File: config.mk
export PLATFORM = sky130hd
export DESIGN_NAME = avc_tag_to_start_code_stream_unit
export DESIGN_NICKNAME = d
export VERILOG_FILES = /design/src/rtl/avc_ts_pkg.sv /design/src/rtl/avc_tag_to_start_code_stream_unit.sv /design/src/rtl/avc_ts_in_stage.sv /design/src/rtl/avc_ts_parser.sv /design/src/rtl/avc_ts_emit.sv
export SDC_FILE = /design/constraint.sdc
export NUM_CORES = 1
export LEC_CHECK = 0
export BUFFER_PORTS_ARGS = -buffer_cell sky130_fd_sc_hd__buf_2
export CAP_MARGIN = 30
export CORE_ASPECT_RATIO = 0.9
export CORE_UTILIZATION = 30
export DETAILED_ROUTE_END_ITERATION = 8
export PLACE_DENSITY_LB_ADDON = 0.3
export RECOVER_POWER = 100
export SLEW_MARGIN = 25
export SYNTH_ARGS = -nofsm -noshare
export SYNTH_HDL_FRONTEND = slang
export SYNTH_SLANG_ARGS = --single-unit
File: constraint.sdc
create_clock -name clk -period 6.1 [get_ports clk]
set_input_delay 0.915 -clock clk [delete_from_list [all_inputs] [get_ports clk]]
set_output_delay 0.915 -clock clk [all_outputs]
set_load 0.02 [all_outputs]
File: src/rtl/avc_ts_pkg.sv
// Shared types and constants for the AVC tag to start-code stream unit.
// Used by the input stage, the parser, the emitter and the top level.
// No dependencies.
package avc_ts_pkg;

    // Parser phases.
    typedef enum logic [2:0] {
        PH_HEADER    = 3'd0,
        PH_PPS_COUNT = 3'd1,
        PH_LENGTH    = 3'd2,
        PH_DATA      = 3'd3,
        PH_IDLE      = 3'd4
    } phase_t;

    // Unit kinds carried on the output.
    localparam logic [1:0] KIND_SPS   = 2'd0;
    localparam logic [1:0] KIND_PPS   = 2'd1;
    localparam logic [1:0] KIND_CODED = 2'd2;

    // Header byte positions.
    localparam logic [3:0] CODED_START_POS = 4'd4;
    localparam logic [3:0] SPS_COUNT_POS   = 4'd10;
    localparam logic [3:0] MODE_POS        = 4'd1;
    localparam logic [3:0] STAMP_POS       = 4'd0;

    // Length field size in bytes for the configuration record.
    localparam logic [2:0] CFG_LENGTH_BYTES = 3'd2;

    // Annex B start code.
    localparam logic [7:0] START_CODE [4] = '{8'h00, 8'h00, 8'h00, 8'h01};
    localparam logic [1:0] START_CODE_LAST = 2'd3;

    // One input byte with its message context.
    typedef struct packed {
        logic [7:0]  data;
        logic        last;
        logic [31:0] stamp;
    } item_t;

    // One run of results caused by a single input byte: either the four
    // start code bytes or a single unit data byte.
    typedef struct packed {
        logic        is_start;
        logic [7:0]  data;
        logic [1:0]  kind;
        logic        unit_end;
        logic        trunc;
        logic [31:0] stamp;
    } run_t;

endpackage

File: src/rtl/avc_tag_to_start_code_stream_unit.sv
// Top level of the AVC tag to start-code stream unit.
// Instantiates avc_ts_in_stage, avc_ts_parser and avc_ts_emit; uses avc_ts_pkg.
//
//   Channel | Handshake             | Payload
//   --------+-----------------------+--------------------------------------------
//   input   | in_valid / in_ready   | payload_byte, last_byte, timestamp
//   output  | out_valid / out_ready | out_byte, unit_kind, frame_start,
//           |                       | frame_end, truncated, unit_timestamp,
//           |                       | last_of_run
//
// Header, length and unit data bytes are taken at one per cycle unless a byte
// with results finds the emitter busy; a byte that completes a length field
// yields four start code transactions. Bytes pass the input register and then
// the run register in the emitter; the run register sets the rate.
// Reset is asynchronous and active low; no clearing pass is needed.
// A stalled output holds its run while bytes without results keep flowing.
module avc_tag_to_start_code_stream_unit #(
    parameter int LENGTH_FIELD_BYTES = 4
) (
    input  logic        clk,
    input  logic        rst_n,
    input  logic        in_valid,
    output logic        in_ready,
    input  logic [7:0]  payload_byte,
    input  logic        last_byte,
    input  logic [31:0] timestamp,
    output logic        out_valid,
    input  logic        out_ready,
    output logic [7:0]  out_byte,
    output logic [1:0]  unit_kind,
    output logic        frame_start,
    output logic        frame_end,
    output logic        truncated,
    output logic [31:0] unit_timestamp,
    output logic        last_of_run
);
    import avc_ts_pkg::*;

    item_t in_item;
    item_t item;
    logic  item_valid;
    logic  item_take;
    logic  run_free;
    logic  run_valid;
    run_t  run;

    assign in_item.data  = payload_byte;
    assign in_item.last  = last_byte;
    assign in_item.stamp = timestamp;

    // Input register.
    avc_ts_in_stage u_in_stage (
        .clk        (clk),
        .rst_n      (rst_n),
        .in_valid   (in_valid),
        .in_ready   (in_ready),
        .in_item    (in_item),
        .item_valid (item_valid),
        .item       (item),
        .item_take  (item_take)
    );

    // Parser state and run formation.
    avc_ts_parser #(
        .LENGTH_FIELD_BYTES (LENGTH_FIELD_BYTES)
    ) u_parser (
        .clk        (clk),
        .rst_n      (rst_n),
        .item_valid (item_valid),
        .item       (item),
        .item_take  (item_take),
        .run_free   (run_free),
        .run_valid  (run_valid),
        .run        (run)
    );

    // Result register and serializer.
    avc_ts_emit u_emit (
        .clk            (clk),
        .rst_n          (rst_n),
        .run_valid      (run_valid),
        .run            (run),
        .run_free       (run_free),
        .out_valid      (out_valid),
        .out_ready      (out_ready),
        .out_byte       (out_byte),
        .unit_kind      (unit_kind),
        .frame_start    (frame_start),
        .frame_end      (frame_end),
        .truncated      (truncated),
        .unit_timestamp (unit_timestamp),
        .last_of_run    (last_of_run)
    );

endmodule

File: src/rtl/avc_ts_in_stage.sv
// Input register for the AVC tag to start-code stream unit.
// Holds one accepted byte until the parser takes it; depends on avc_ts_pkg.
module avc_ts_in_stage (
    input  logic                 clk,
    input  logic                 rst_n,
    input  logic                 in_valid,
    output logic                 in_ready,
    input  avc_ts_pkg::item_t    in_item,
    output logic                 item_valid,
    output avc_ts_pkg::item_t    item,
    input  logic                 item_take
);
    import avc_ts_pkg::*;

    logic  valid_reg;
    logic  valid_next;
    item_t item_reg;

    // The register may be refilled in the same cycle it is drained.
    assign in_ready   = !valid_reg || item_take;
    assign item_valid = valid_reg;
    assign item       = item_reg;

    always_comb
    begin
        valid_next = valid_reg;
        if (in_valid && in_ready)
        begin
            valid_next = 1'b1;
        end
        else if (item_take)
        begin
            valid_next = 1'b0;
        end
    end

    always_ff @(posedge clk or negedge rst_n)
    begin
        if (!rst_n)
        begin
            valid_reg <= 1'b0;
        end
        else
        begin
            valid_reg <= valid_next;
        end
    end

    // Payload register needs no reset.
    always_ff @(posedge clk)
    begin
        if (in_valid && in_ready)
        begin
            item_reg <= in_item;
        end
    end

endmodule

File: src/rtl/avc_ts_parser.sv
// Message parser for the AVC tag to start-code stream unit.
// Walks the header, length fields and unit bodies one byte per cycle unless
// the emitter stalls it; each byte's results form one run; uses avc_ts_pkg.
module avc_ts_parser #(
    parameter int LENGTH_FIELD_BYTES = 4
) (
    input  logic                 clk,
    input  logic                 rst_n,
    input  logic                 item_valid,
    input  avc_ts_pkg::item_t    item,
    output logic                 item_take,
    input  logic                 run_free,
    output logic                 run_valid,
    output avc_ts_pkg::run_t     run
);
    import avc_ts_pkg::*;

    localparam int ACC_W = (8 * LENGTH_FIELD_BYTES > 16) ? 8 * LENGTH_FIELD_BYTES : 16;
    localparam logic [2:0] CODED_LENGTH_BYTES = 3'(LENGTH_FIELD_BYTES);

    phase_t           phase_reg, phase_next;
    logic [3:0]       pos_reg, pos_next;
    logic             cfg_mode_reg, cfg_mode_next;
    logic [4:0]       sets_left_reg, sets_left_next;
    logic             in_pps_reg, in_pps_next;
    logic [ACC_W-1:0] acc_reg, acc_next;
    logic [1:0]       seen_reg, seen_next;
    logic [31:0]      data_left_reg, data_left_next;
    logic [31:0]      stamp_reg, stamp_next;

    logic             produce;
    logic             advance;
    logic [1:0]       kind;
    logic [2:0]       need;
    logic [ACC_W-1:0] acc_shift;
    logic [4:0]       sets_dec;
    phase_t           finish_phase;
    run_t             run_c;

    // A byte that yields no result never waits for the emitter.
    assign produce   = (phase_reg == PH_DATA) ||
                       ((phase_reg == PH_LENGTH) &&
                        (({1'b0, seen_reg} + 3'd1) >= need));
    assign item_take = item_valid && (run_free || !produce);
    assign advance   = item_take;
    assign run_valid = advance && produce;
    assign run       = run_c;

    assign kind      = !cfg_mode_reg ? KIND_CODED : (in_pps_reg ? KIND_PPS : KIND_SPS);
    assign need      = cfg_mode_reg ? CFG_LENGTH_BYTES : CODED_LENGTH_BYTES;
    assign acc_shift = {acc_reg[ACC_W-9:0], item.data};
    assign sets_dec  = sets_left_reg - 5'd1;

    // Phase that follows the end of a unit.
    always_comb
    begin
        if (!cfg_mode_reg)
        begin
            finish_phase = PH_LENGTH;
        end
        else if (sets_dec != 5'd0)
        begin
            finish_phase = PH_LENGTH;
        end
        else if (!in_pps_reg)
        begin
            finish_phase = PH_PPS_COUNT;
        end
        else
        begin
            finish_phase = PH_IDLE;
        end
    end

    // Next state and run description for the byte in the input register.
    always_comb
    begin
        phase_next     = phase_reg;
        pos_next       = pos_reg;
        cfg_mode_next  = cfg_mode_reg;
        sets_left_next = sets_left_reg;
        in_pps_next    = in_pps_reg;
        acc_next       = acc_reg;
        seen_next      = seen_reg;
        data_left_next = data_left_reg;
        stamp_next     = stamp_reg;

        run_c.is_start = 1'b0;
        run_c.data     = item.data;
        run_c.kind     = kind;
        run_c.unit_end = 1'b0;
        run_c.trunc    = 1'b0;

        case (phase_reg)
            PH_HEADER:
            begin
                if (pos_reg == STAMP_POS)
                begin
                    stamp_next = item.stamp;
                end
                if (pos_reg == MODE_POS)
                begin
                    cfg_mode_next = (item.data == 8'h00);
                end
                if (!cfg_mode_next && pos_reg == CODED_START_POS)
                begin
                    phase_next = PH_LENGTH;
                end
                else if (cfg_mode_next && pos_reg == SPS_COUNT_POS)
                begin
                    sets_left_next = item.data[4:0];
                    in_pps_next    = 1'b0;
                    phase_next     = (item.data[4:0] != 5'd0) ? PH_LENGTH : PH_PPS_COUNT;
                end
                else
                begin
                    pos_next = pos_reg + 4'd1;
                end
            end
            PH_PPS_COUNT:
            begin
                sets_left_next = item.data[4:0];
                in_pps_next    = 1'b1;
                phase_next     = (item.data[4:0] != 5'd0) ? PH_LENGTH : PH_IDLE;
            end
            PH_LENGTH:
            begin
                acc_next = acc_shift;
                if (produce)
                begin
                    data_left_next = 32'(acc_shift);
                    acc_next       = '0;
                    seen_next      = 2'd0;
                    run_c.is_start = 1'b1;
                    run_c.unit_end = (acc_shift == '0);
                    if (acc_shift == '0)
                    begin
                        phase_next = finish_phase;
                        if (cfg_mode_reg)
                        begin
                            sets_left_next = sets_dec;
                        end
                    end
                    else
                    begin
                        phase_next = PH_DATA;
                    end
                end
                else
                begin
                    seen_next = seen_reg + 2'd1;
                end
            end
            PH_DATA:
            begin
                data_left_next = data_left_reg - 32'd1;
                run_c.unit_end = (data_left_next == 32'd0);
                if (data_left_next == 32'd0)
                begin
                    phase_next = finish_phase;
                    if (cfg_mode_reg)
                    begin
                        sets_left_next = sets_dec;
                    end
                end
            end
            default:
            begin
                // Trailing bytes after the last parameter set are ignored.
            end
        endcase

        // End of message: close an open unit as truncated, then rearm.
        if (item.last)
        begin
            if (phase_next == PH_DATA && data_left_next != 32'd0 && produce)
            begin
                run_c.unit_end = 1'b1;
                run_c.trunc    = 1'b1;
            end
            phase_next     = PH_HEADER;
            pos_next       = 4'd0;
            cfg_mode_next  = 1'b0;
            sets_left_next = 5'd0;
            in_pps_next    = 1'b0;
            acc_next       = '0;
            seen_next      = 2'd0;
            data_left_next = 32'd0;
        end

        run_c.stamp = stamp_next;
    end

    always_ff @(posedge clk or negedge rst_n)
    begin
        if (!rst_n)
        begin
            phase_reg     <= PH_HEADER;
            pos_reg       <= 4'd0;
            cfg_mode_reg  <= 1'b0;
            sets_left_reg <= 5'd0;
            in_pps_reg    <= 1'b0;
            acc_reg       <= '0;
            seen_reg      <= 2'd0;
            data_left_reg <= 32'd0;
            stamp_reg     <= 32'd0;
        end
        else if (advance)
        begin
            phase_reg     <= phase_next;
            pos_reg       <= pos_next;
            cfg_mode_reg  <= cfg_mode_next;
            sets_left_reg <= sets_left_next;
            in_pps_reg    <= in_pps_next;
            acc_reg       <= acc_next;
            seen_reg      <= seen_next;
            data_left_reg <= data_left_next;
            stamp_reg     <= stamp_next;
        end
    end

endmodule

File: src/rtl/avc_ts_emit.sv
// Result register and serializer for the AVC tag to start-code stream unit.
// Holds one run and presents it one output transaction at a time; depends
// on avc_ts_pkg.
module avc_ts_emit (
    input  logic                 clk,
    input  logic                 rst_n,
    input  logic                 run_valid,
    input  avc_ts_pkg::run_t     run,
    output logic                 run_free,
    output logic                 out_valid,
    input  logic                 out_ready,
    output logic [7:0]           out_byte,
    output logic [1:0]           unit_kind,
    output logic                 frame_start,
    output logic                 frame_end,
    output logic                 truncated,
    output logic [31:0]          unit_timestamp,
    output logic                 last_of_run
);
    import avc_ts_pkg::*;

    logic       valid_reg, valid_next;
    logic [1:0] idx_reg, idx_next;
    run_t       run_reg;
    logic       final_elem;

    // A data run has one element; a start code run has four.
    assign final_elem = !run_reg.is_start || (idx_reg == START_CODE_LAST);
    assign run_free   = !valid_reg || (out_ready && final_elem);

    assign out_valid      = valid_reg;
    assign out_byte       = run_reg.is_start ? START_CODE[idx_reg] : run_reg.data;
    assign unit_kind      = run_reg.kind;
    assign frame_start    = run_reg.is_start && (idx_reg == 2'd0);
    assign frame_end      = final_elem && run_reg.unit_end;
    assign truncated      = final_elem && run_reg.trunc;
    assign unit_timestamp = run_reg.stamp;
    assign last_of_run    = final_elem;

    // Element counter and occupancy.
    always_comb
    begin
        valid_next = valid_reg;
        idx_next   = idx_reg;
        if (run_free)
        begin
            valid_next = run_valid;
            idx_next   = 2'd0;
        end
        else if (out_ready)
        begin
            idx_next = idx_reg + 2'd1;
        end
    end

    always_ff @(posedge clk or negedge rst_n)
    begin
        if (!rst_n)
        begin
            valid_reg <= 1'b0;
            idx_reg   <= 2'd0;
        end
        else
        begin
            valid_reg <= valid_next;
            idx_reg   <= idx_next;
        end
    end

    always_ff @(posedge clk)
    begin
        if (run_free && run_valid)
        begin
            run_reg <= run;
        end
    end

endmodule

# Word level (Yosys, flattened, before mapping)

Index checks and enable logic that the tools add are counted.

Bits in registers: 194
Bits of input ports: 45
Output and inout bits: 48
Logic and storage cells: 146

$add $sub $neg: 6
Magnitude comparators: 2
Eq/ne operators: 15
Mux-type cells: 58
Bitwise logic cells: 1
Reductions and logical operators: 43

Operators with widths:

| operator                | number |
|---|---|
| $mux W32                | 4 |
| $mux W24                | 3 |
| $logic_not A32 Y1       | 2 |
| $pmux W32 S2            | 1 |
| $mux W5                 | 7 |
| $mux W3                 | 11 |
| $reduce_bool A32 Y1     | 1 |
| $sub A32 B1 Y32 const B | 1 |
| $mux W8                 | 3 |
| $pmux W5 S4             | 1 |
| $bmux W8 S2             | 1 |
| $mux W2                 | 8 |
| $mux W4                 | 4 |
| $reduce_bool A5 Y1      | 3 |
| $logic_and A1 B1 Y1     | 13 |
| $mux W1                 | 12 |
| $pmux W3 S4             | 1 |
| $eq A3 B2 Y1 const B    | 3 |
| $ne A3 B3 Y1 const B    | 3 |
| $logic_not A8 Y1        | 1 |
| $reduce_and A4 Y1       | 2 |
| $reduce_bool A2 Y1      | 4 |
| $reduce_and A7 Y1       | 1 |
| $ne A3 B2 Y1 const B    | 2 |
| other kinds (21)        | 33 |

# Longest topological paths before layout

Gate-level depths: netlist (run 1).

Word-level depth: 12
Mapped depth: 14

# Hierarchy

A second synthesis (run 1) with hierarchy kept.

Cells, all modules: 1030
Area, all modules: 10426.2 µm²

Modules (own cells, without submodules):

| module          | instances | cells each | area each (µm²) | sequential area each (µm²) |
|---|---|---|---|---|
| avc_ts_parser   | 1         | 877        | 7257.0          | 2602.5 |
| avc_ts_emit     | 1         | 108        | 1884.3          | 1426.4 |
| avc_ts_in_stage | 1         | 45         | 1285.0          | 1256.2 |

# Worst setup path after synthesis (run 1)

Ideal clock, no wire load.

Kind: register -> register
Start: register u_parser.cfg_mode_reg
End: register u_emit.run_reg[32] in the netlist's numbering (enable)
Setup time: 0.466 ns
Arrival: 3.980 ns
Required time: 5.634 ns
Path slack: 1.654 ns
Stages on the path, launching flop included: 9
Path buffers: 2
Path through: dfrtp_1 inv_1 fa_1 clkbuf_1 nor2b_1 nor2_1 clkbuf_1 nand2_1 a21oi_1

Word-level cells in the longest chain between the ends: 9

RTL lines:

| element                | RTL line             | text |
|---|---|---|
| start, declared        | avc_ts_parser.sv:23  | `logic cfg_mode_reg, cfg_mode_next;` |
| start signal, assigned | avc_ts_parser.sv:212 | `cfg_mode_reg <= cfg_mode_next;` |
| $mux W3 *              | avc_ts_parser.sv:50  | `assign need = cfg_mode_reg ? CFG_LENGTH_BYTES : CODED_LENGTH_BYTES;` |
| $ge A3 B3 Y1 *         | avc_ts_parser.sv:43  | `(({1'b0, seen_reg} + 3'd1) >= need));` |
| $logic_and A1 B1 Y1 *  | avc_ts_parser.sv:42  | `((phase_reg == PH_LENGTH) &&` |
| $logic_or A1 B1 Y1 *   | avc_ts_parser.sv:41  | `assign produce = (phase_reg == PH_DATA) \|\|` |
| $logic_not A1 Y1       | avc_ts_parser.sv:44  | `assign item_take = item_valid && (run_free \|\| !produce);` |
| $logic_or A1 B1 Y1     | avc_ts_parser.sv:44  |  |
| $logic_and A1 B1 Y1    | avc_ts_parser.sv:44  |  |
| $logic_and A1 B1 Y1 *  | avc_ts_parser.sv:46  | `assign run_valid = advance && produce;` |
| $logic_and A1 B1 Y1 *  | avc_ts_emit.sv:72    | `if (run_free && run_valid)` |
| end signal, assigned   | avc_ts_emit.sv:74    | `run_reg <= run;` |
| end, declared          | avc_ts_emit.sv:24    | `run_t run_reg;` |

Every way passes the cells marked *; elsewhere a longest branch is shown, timed or not.
A chain may end at the register's enable or synchronous reset.

==> metrics.yaml, run 1 <==
run_status:
  status: "complete, but fails checks"
  violations: "capacitance limit, slew limit"
worst_setup_path:
  worstSetupEndpoint: "u_emit.run_reg[33]$_DFFE_PP_"
  path_max_fanout: 22
  rr_worst_depth: 14
  r2r_setup_slack_ns: 1.03
  startpoint_type: "register"
  r2r_start: "u_parser.cfg_mode_reg$_DFFE_PN0P_"
  crit_chain: "inv_1, fa_1, nor2_1, nand2_1, clkbuf_1, inv_1, nand2_1, o21ai_0, a211oi_1, nand4_1, nor4_1, nand4_1, o2111a_1, nand2b_1"
  worst_ep_arrival_time_ns: 5.26
  slowest_delay_ns: 0.95
  endpoint_kind: "register"
  path_class: "register to register"
  cp.required_ns: 6.29
  startpoint: "u_parser.cfg_mode_reg$_DFFE_PN0P_"
  crit_path_top_delay_cell: "clkbuf_1"
  reg2reg_to: "u_emit.run_reg[33]$_DFFE_PP_"
floorplanning:
  die_width_um: 192
  dieArea_um2: 33200
  initial_core_util_pct: 30.5
  core_um2: 31900
  fp.dieH_um: 173
  io_pins: 93
  std_cell_rows: 62
logic_synthesis:
  synth_cell_types: 75
  synth_edf_count: 86
  synth_warnings: 0
  synth.area.top_cells: "dfrtp_1 28%, edfxtp_1 27%, mux2_2 7.8%"
  synth_top_cell_area_share_pct: 27.8
  avgSynthCellArea_um2: 11.1
  synth-main-ff-cell: "dfrtp_1"
  synth_largest_area_cell: "dfrtp_1"
  async_flop_share_pct: 55.7
  syn_nets: 931
  netlist_area_um2: 9730
  ys_seq_area_share_pct: 54.3
  synthCells: 874
  ys_ff_latch: 194
cells_and_area:
  nets: 958
  fill_cells: 3198
  multi_input_area_um2: 3870
  largest_register_ffs: 41
  instances_no_fill: 1330
  finalInstanceArea_um2: 10800
  drive_gt1_share_pct: 15.6
  seq_area_um2: 5290
  diodes: 0
  synthToLayoutAreaGrowth_pct: 11.3
clock_network:
  ctsResizeCount: 0
  cts_made_buffers: 17
  postCtsSetupBuffers: 0
  clockRootBuffer: "clkbuf_16"
  cts_tree: "done"
  clkLatencyLatePin_ns: 0.45
  clkTransAtPathRegs_ns: 0.08
  cts.sinks: 194
  cts-htree-levels: 4
  clk_path_buf_depth: 2
  cts-hold-fix-buffers: 0
drt:
  drt_iter0_markers: 756
  wire_per_inst_um: 19.6
  vias: 7048
  final_antenna_net_count: 0
  vias_per_cell: 5.30
  post-route-drc-count: 0
  routed_wl_um: 26100
  drt_pre_antenna_iters: 8
run:
  drv_cap: 6
placement:
  place_ws_ns: 1.89
  placed_cell_area_um2: 10300
  gp_congestion: 0.912
  dp.cells: 1297
  place.detailed.hpwl_um: 17600
  io_buffers: 92
global_routing:
  grt_pass1_vias: 6662
  grt_overflow_total: 0
  grt_pass1_wl_um: 40800
  grt_max_degree: 58
  antenna_found_initial: 1
  track_usage_pct: 16.1
sta:
  timing.hold.ws_ns: 0.504
  setup_violations: 0
  min_period_ns: 5.07
  post-route-period-util_pct: 83.1
  rsz0062_at_grt: "no"
  skew_ns: 0.0179
  finalMaxSlewViolations: 206
  finalSetupTns_ns: 0
  fmax_mhz: 197
  maxSlewHeadroom_pct: -118
  tightest_slew_ns: 3.24
  hold_viol_final: 0
  layout_setup_ws_ns: 1.03
power:
  p_clk_share_pct: 28.1
  leakagePower_uw: 0.00420
  ir_drop_mv: 0.235
  p_per_area_nw_per_um2: 385
  p_sw_share_pct: 33.4
  power_frac_seq_pct: 42.9
  intPower_uw: 2780
  p_comb_share_pct: 28.9
  p_switching_uw: 1390
worst_hold_path:
  hold_path.class: "register to register"
  min_from: "u_parser.stamp_reg[17]$_DFFE_PN0P_"
-- logic make-up after synthesis --
family                     Yosys count  synth area share [%]
and+or+nand+nor                    271                  14.5
AOI/OAI and AO/OA                  197                  14.1
DFF                                194                  54.3
buffers and inverters              114                  5.88
muxes                               76                  8.73
adders and majority gates           12                  1.62
xor gates and xnor gates            10                 0.900
-- worst min path at each step --
stage	depth (start not counted)	slack (ns)	to
after global routing	1	0.52	u_parser.stamp_reg[24]$_DFFE_PN0P_
after floorplan	0	0.47	u_emit.run_reg[43]$_DFFE_PP_
after detailed placement	1	0.49	u_parser.stamp_reg[17]$_DFFE_PN0P_
after global placement	1	0.48	u_parser.stamp_reg[22]$_DFFE_PN0P_
final	1	0.50	u_parser.stamp_reg[17]$_DFFE_PN0P_
after CTS	1	0.51	u_parser.stamp_reg[16]$_DFFE_PN0P_
-- power groups by stage --
stage	combinational, uW	sequential, uW	clock (uW)
after floorplan	992	1730	0
after global placement	1210	1800	0
after detailed placement	1220	1810	0
after CTS	1230	1790	1200
after global routing	1330	1820	1250
final	1210	1790	1170
-- layout by cell type (no fill, tap or decap), types with 6 or more instances in the layout --
cell	Yosys	routed
nand2b_1	11	11
or4_1	6	6
buf_2	1	44
nand2_1	76	76
o31ai_1	7	7
o21ai_0	46	50
nor2b_1	14	13
inv_1	16	16
clkbuf_16	0	17
mux2_2	67	51
nor4_1	20	20
mux2i_1	8	8
nor2_1	53	53
a21oi_1	33	32
a22o_1	32	32
nand3_1	10	10
xnor2_1	8	8
or3_1	8	8
mux2_1	0	16
nor3_1	25	26
nand4_1	12	12
clkbuf_1	51	56
a22oi_1	6	6
ha_1	11	11
dfrtp_1	108	108
edfxtp_1	86	86
o22ai_1	9	9
-- critical path, delay by kind of cell (launching register included) --
kind | cells | cell delay [ns]
buffers and inverters | 3 | 1.74
and+or+nand+nor | 7 | 1.45
adders and majority gates | 1 | 0.46
AOI/OAI and AO/OA | 3 | 0.70
DFF | 1 | 0.42
-- cells in the mapped netlist (4+ instances only) --
cell type / number
mux2_2: 67
a221oi_1: 5
o31ai_1: 7
mux2i_1: 8
nand4_1: 12
xnor2_1: 8
a211oi_1: 4
o21ai_1: 4
nand2b_1: 11
ha_1: 11
clkbuf_1: 51
and3_1: 4
nor2b_1: 14
and2_1: 5
nor2_1: 53
edfxtp_1: 86
nor4_1: 20
nor3_1: 25
o21a_1: 5
a22oi_1: 6
nand4b_1: 4
buf_1: 10
dfrtp_1: 108
buf_4: 34
nand2_1: 76
or4_1: 6
o221ai_1: 5
nand3_1: 10
or3_1: 8
inv_1: 16
o21ai_0: 46
a22o_1: 32
a21oi_1: 33
nor3b_1: 4
o22ai_1: 9
-- per-layer routing --
metal	track usage [%]	share of wire (%)	routed length, um	up-vias
met3	3.94	7.0	1820	35
met1	23.6	47	12300	3474
met5	0	0.050	13	-
met2	23.3	44	11400	263
li1	-	-	-	3274
met4	4.63	1.8	470	2
-- final cells by class --
cell class,count,area share (%)
Multi-Input combinational cell,566,35.8
Clock inverter,13,1.53
Inverter,16,0.555
Sequential cell,194,48.8
Clock buffer,19,4.09
Tap cell,416,4.81
Timing Repair Buffer,106,4.38
-- per-stage QoR --
stage                     power (uW)  utilization, %
after floorplan                 2720               -
after global placement          3010            32.4
after detailed placement        3030            32.4
after CTS                       4210            34.3
after global routing            4390            33.9
final                           4170            33.9
Note: power is estimated with default switching activity, not from simulation.
==> inputs of run 2 (changes only) <==
clock period = 4.3 ns   (was 6.1 ns; I/O delays follow)
==> metrics.yaml, run 2 (same netlist as run 1, synthesis figures left out) <==
run_status:
  status: "complete, but fails checks"  # unchanged
  violations: "capacitance limit, slew limit"  # unchanged
sta:
  tightest_slew_ns: 1.99  # was 3.24 ns
  maxSlewHeadroom_pct: -33.5  # was -118%
  hold_viol_final: 0  # unchanged
  layout_setup_ws_ns: 0.306  # was 1.03 ns
  timing.hold.ws_ns: 0.374  # was 0.504 ns
  rsz0062_at_grt: "no"  # unchanged
  finalSetupTns_ns: 0  # unchanged
  setup_violations: 0  # unchanged
  post-route-period-util_pct: 92.9  # was 83.1%
  skew_ns: 0.0124  # was 0.0179 ns
  finalMaxSlewViolations: 128  # was 206
  min_period_ns: 3.99  # was 5.07 ns
  fmax_mhz: 250  # was 197 MHz
power:
  leakagePower_uw: 0.00427  # was 0.00420 uW
  p_comb_share_pct: 30.1  # was 28.9%
  p_per_area_nw_per_um2: 542  # was 385 nW/um^2
  ir_drop_mv: 0.308  # was 0.235 mV
  intPower_uw: 3880  # was 2780 uW
  p_sw_share_pct: 34.4  # was 33.4%
  power_frac_seq_pct: 42.9  # about the same
  p_clk_share_pct: 27.0  # was 28.1%
  p_switching_uw: 2030  # was 1390 uW
global_routing:
  grt_pass1_vias: 7068  # was 6662
  grt_pass1_wl_um: 41500  # was 40800 um
  grt_overflow_total: 0  # unchanged
  antenna_found_initial: 3  # was 1
  track_usage_pct: 16.4  # was 16.1%
  grt_max_degree: 63  # was 58
drt:
  vias: 7146  # was 7048
  post-route-drc-count: 0  # unchanged
  final_antenna_net_count: 0  # unchanged
  routed_wl_um: 26400  # was 26100 um
  vias_per_cell: 5.33  # was 5.30
  wire_per_inst_um: 19.7  # was 19.6 um
  drt_iter0_markers: 539  # was 756
  drt_pre_antenna_iters: 7  # was 8
worst_setup_path:
  worst_ep_arrival_time_ns: 4.32  # was 5.26 ns
  slowest_delay_ns: 0.60  # was 0.95 ns
  cp.required_ns: 4.63  # was 6.29 ns
  critPathMostFrequentCell: "nand3_1"
  endpoint_kind: "register"  # unchanged
  startpoint_type: "register"  # unchanged
  path_class: "register to register"  # unchanged
  crit_path_top_delay_cell: "nor4_1"  # was clkbuf_1
  crit_chain: "inv_1, ha_1, nor3b_1, nand3_1, nor4_1, xnor2_1, nand3_1, nor3_1, o21ai_2, mux2_4, a41o_1"  # was inv_1, fa_1, nor2_1, nand2_1, clkbuf_1, inv_1, nand2_1, o21ai_0, a211oi_1, nand4_1, nor4_1, nand4_1, o2111a_1, nand2b_1
  path_max_fanout: 11  # was 22
clock_network:
  clockRootBuffer: "clkbuf_16"  # unchanged
  postCtsSetupBuffers: 0  # unchanged
  clk_path_buf_depth: 2  # unchanged
  cts-hold-fix-buffers: 0  # unchanged
  cts.sinks: 194  # unchanged
  cts-htree-levels: 4  # unchanged
  clkLatencyLatePin_ns: 0.44  # was 0.45 ns
  cts_made_buffers: 17  # unchanged
  cts_tree: "done"  # unchanged
  clkTransAtPathRegs_ns: 0.08  # about the same
  ctsResizeCount: 0  # unchanged
placement:
  gp_congestion: 0.951  # was 0.912
  place_ws_ns: 0.518  # was 1.89 ns
  io_buffers: 92  # unchanged
  dp.cells: 1308  # was 1297
  place.detailed.hpwl_um: 17800  # was 17600 um
cells_and_area:
  largest_register_ffs: 41  # unchanged
  nets: 969  # was 958
  instances_no_fill: 1341  # was 1330
  diodes: 0  # unchanged
  final_common_cell: "dfrtp_1"  # unchanged
  final_cell_mix: "108 x dfrtp_1, 86 x edfxtp_1, 76 x nand2_1"  # unchanged
  synthToLayoutAreaGrowth_pct: 12.0  # was 11.3%
  drive_gt1_share_pct: 17.6  # was 15.6%
floorplanning:
  dieArea_um2: 33200  # unchanged
  std_cell_rows: 62  # unchanged
  initial_core_util_pct: 30.5  # unchanged
  core_um2: 31900  # unchanged
  io_pins: 93  # unchanged
  fp.dieH_um: 173  # unchanged
  die_width_um: 192  # unchanged
run:
  drv_cap: 3  # was 6
worst_hold_path:
  hold_path.class: "input port to register"  # was register to register
## run 2: cell count changes in the layout (fill, tap and decap cells not counted), sizes merged
cell and change:
buf +12, bufinv -2, inv +2, clkbuf -2
clkinvlp -1, clkinv +2
## run 2: path summary, 6_finish.rpt
path                            slack (ns)  cells after the start                                     to                                   from
worst max-delay path                  0.31                     11  u_parser.sets_left_reg[0]$_DFFE_PN0P_  u_parser.data_left_reg[1]$_DFFE_PN0P_
worst min-delay path                  0.37                      1          u_in_stage.item[23]$_DFFE_PP_                          timestamp[23]
worst max register to register        0.31                     11  u_parser.sets_left_reg[0]$_DFFE_PN0P_  u_parser.data_left_reg[1]$_DFFE_PN0P_
worst min register to register        0.51                      1      u_parser.stamp_reg[2]$_DFFE_PN0P_      u_parser.stamp_reg[2]$_DFFE_PN0P_
max in group asynchronous             1.62                      2     u_parser.stamp_reg[21]$_DFFE_PN0P_                                  rst_n
min in group asynchronous             0.63                      1  u_parser.data_left_reg[8]$_DFFE_PN0P_                                  rst_n
## run 2: power groups by stage
stage          sequential [uW]  combinational (uW)  clock, uW
2_1_floorplan             2450                1410          0
3_3_place_gp              2560                1770          0
3_5_place_dp              2570                1780          0
4_1_cts                   2530                1800       1650
5_1_grt                   2580                1960       1710
6_report                  2540                1780       1600
## run 2: stage by stage
step	total power, uW	util (%)	area (um^2)
final	5910	34.2	10900
after global routing	6250	34.2	10900
after CTS	5980	34.6	11000
after detailed placement	4350	32.8	10400
after global placement	4330	32.7	10400
after floorplan	3860	-	9730
## run 2: critical path, delay by kind of cell (launching register included)
kind	cells	cell delay, ns
flip-flops	1	0.46
AND/OR/NAND/NOR	5	1.98
buffers and inverters	1	0.16
AO/OA/AOI/OAI	2	0.43
XOR/XNOR	1	0.22
adder cells (fa/ha/maj)	1	0.29
multiplexers	1	0.34
## run 2: cell type report
| class | instances | area, um^2 |
|---|---|---|
| multi-input cells | 566 | 3870 |
| clock inverters | 14 | 158 |
| clock buffers | 18 | 439 |
| flip-flops and latches | 194 | 5290 |
| fillers | 3216 | 21000 |
| repair buffers | 117 | 571 |
| inverters | 16 | 60.1 |
| well taps | 416 | 520 |
## run 2: per-layer routing
| layer | vias up | GRT usage [%] | part of all wire [%] | wire [um] |
|---|---|---|---|---|
| li1 | 3305 | - | - | - |
| met5 | - | 0 | 0.16 | 41 |
| met2 | 264 | 23.2 | 43 | 11500 |
| met4 | 6 | 7.18 | 3.1 | 808 |
| met3 | 51 | 4.93 | 7.3 | 1930 |
| met1 | 3520 | 22.8 | 46 | 12200 |
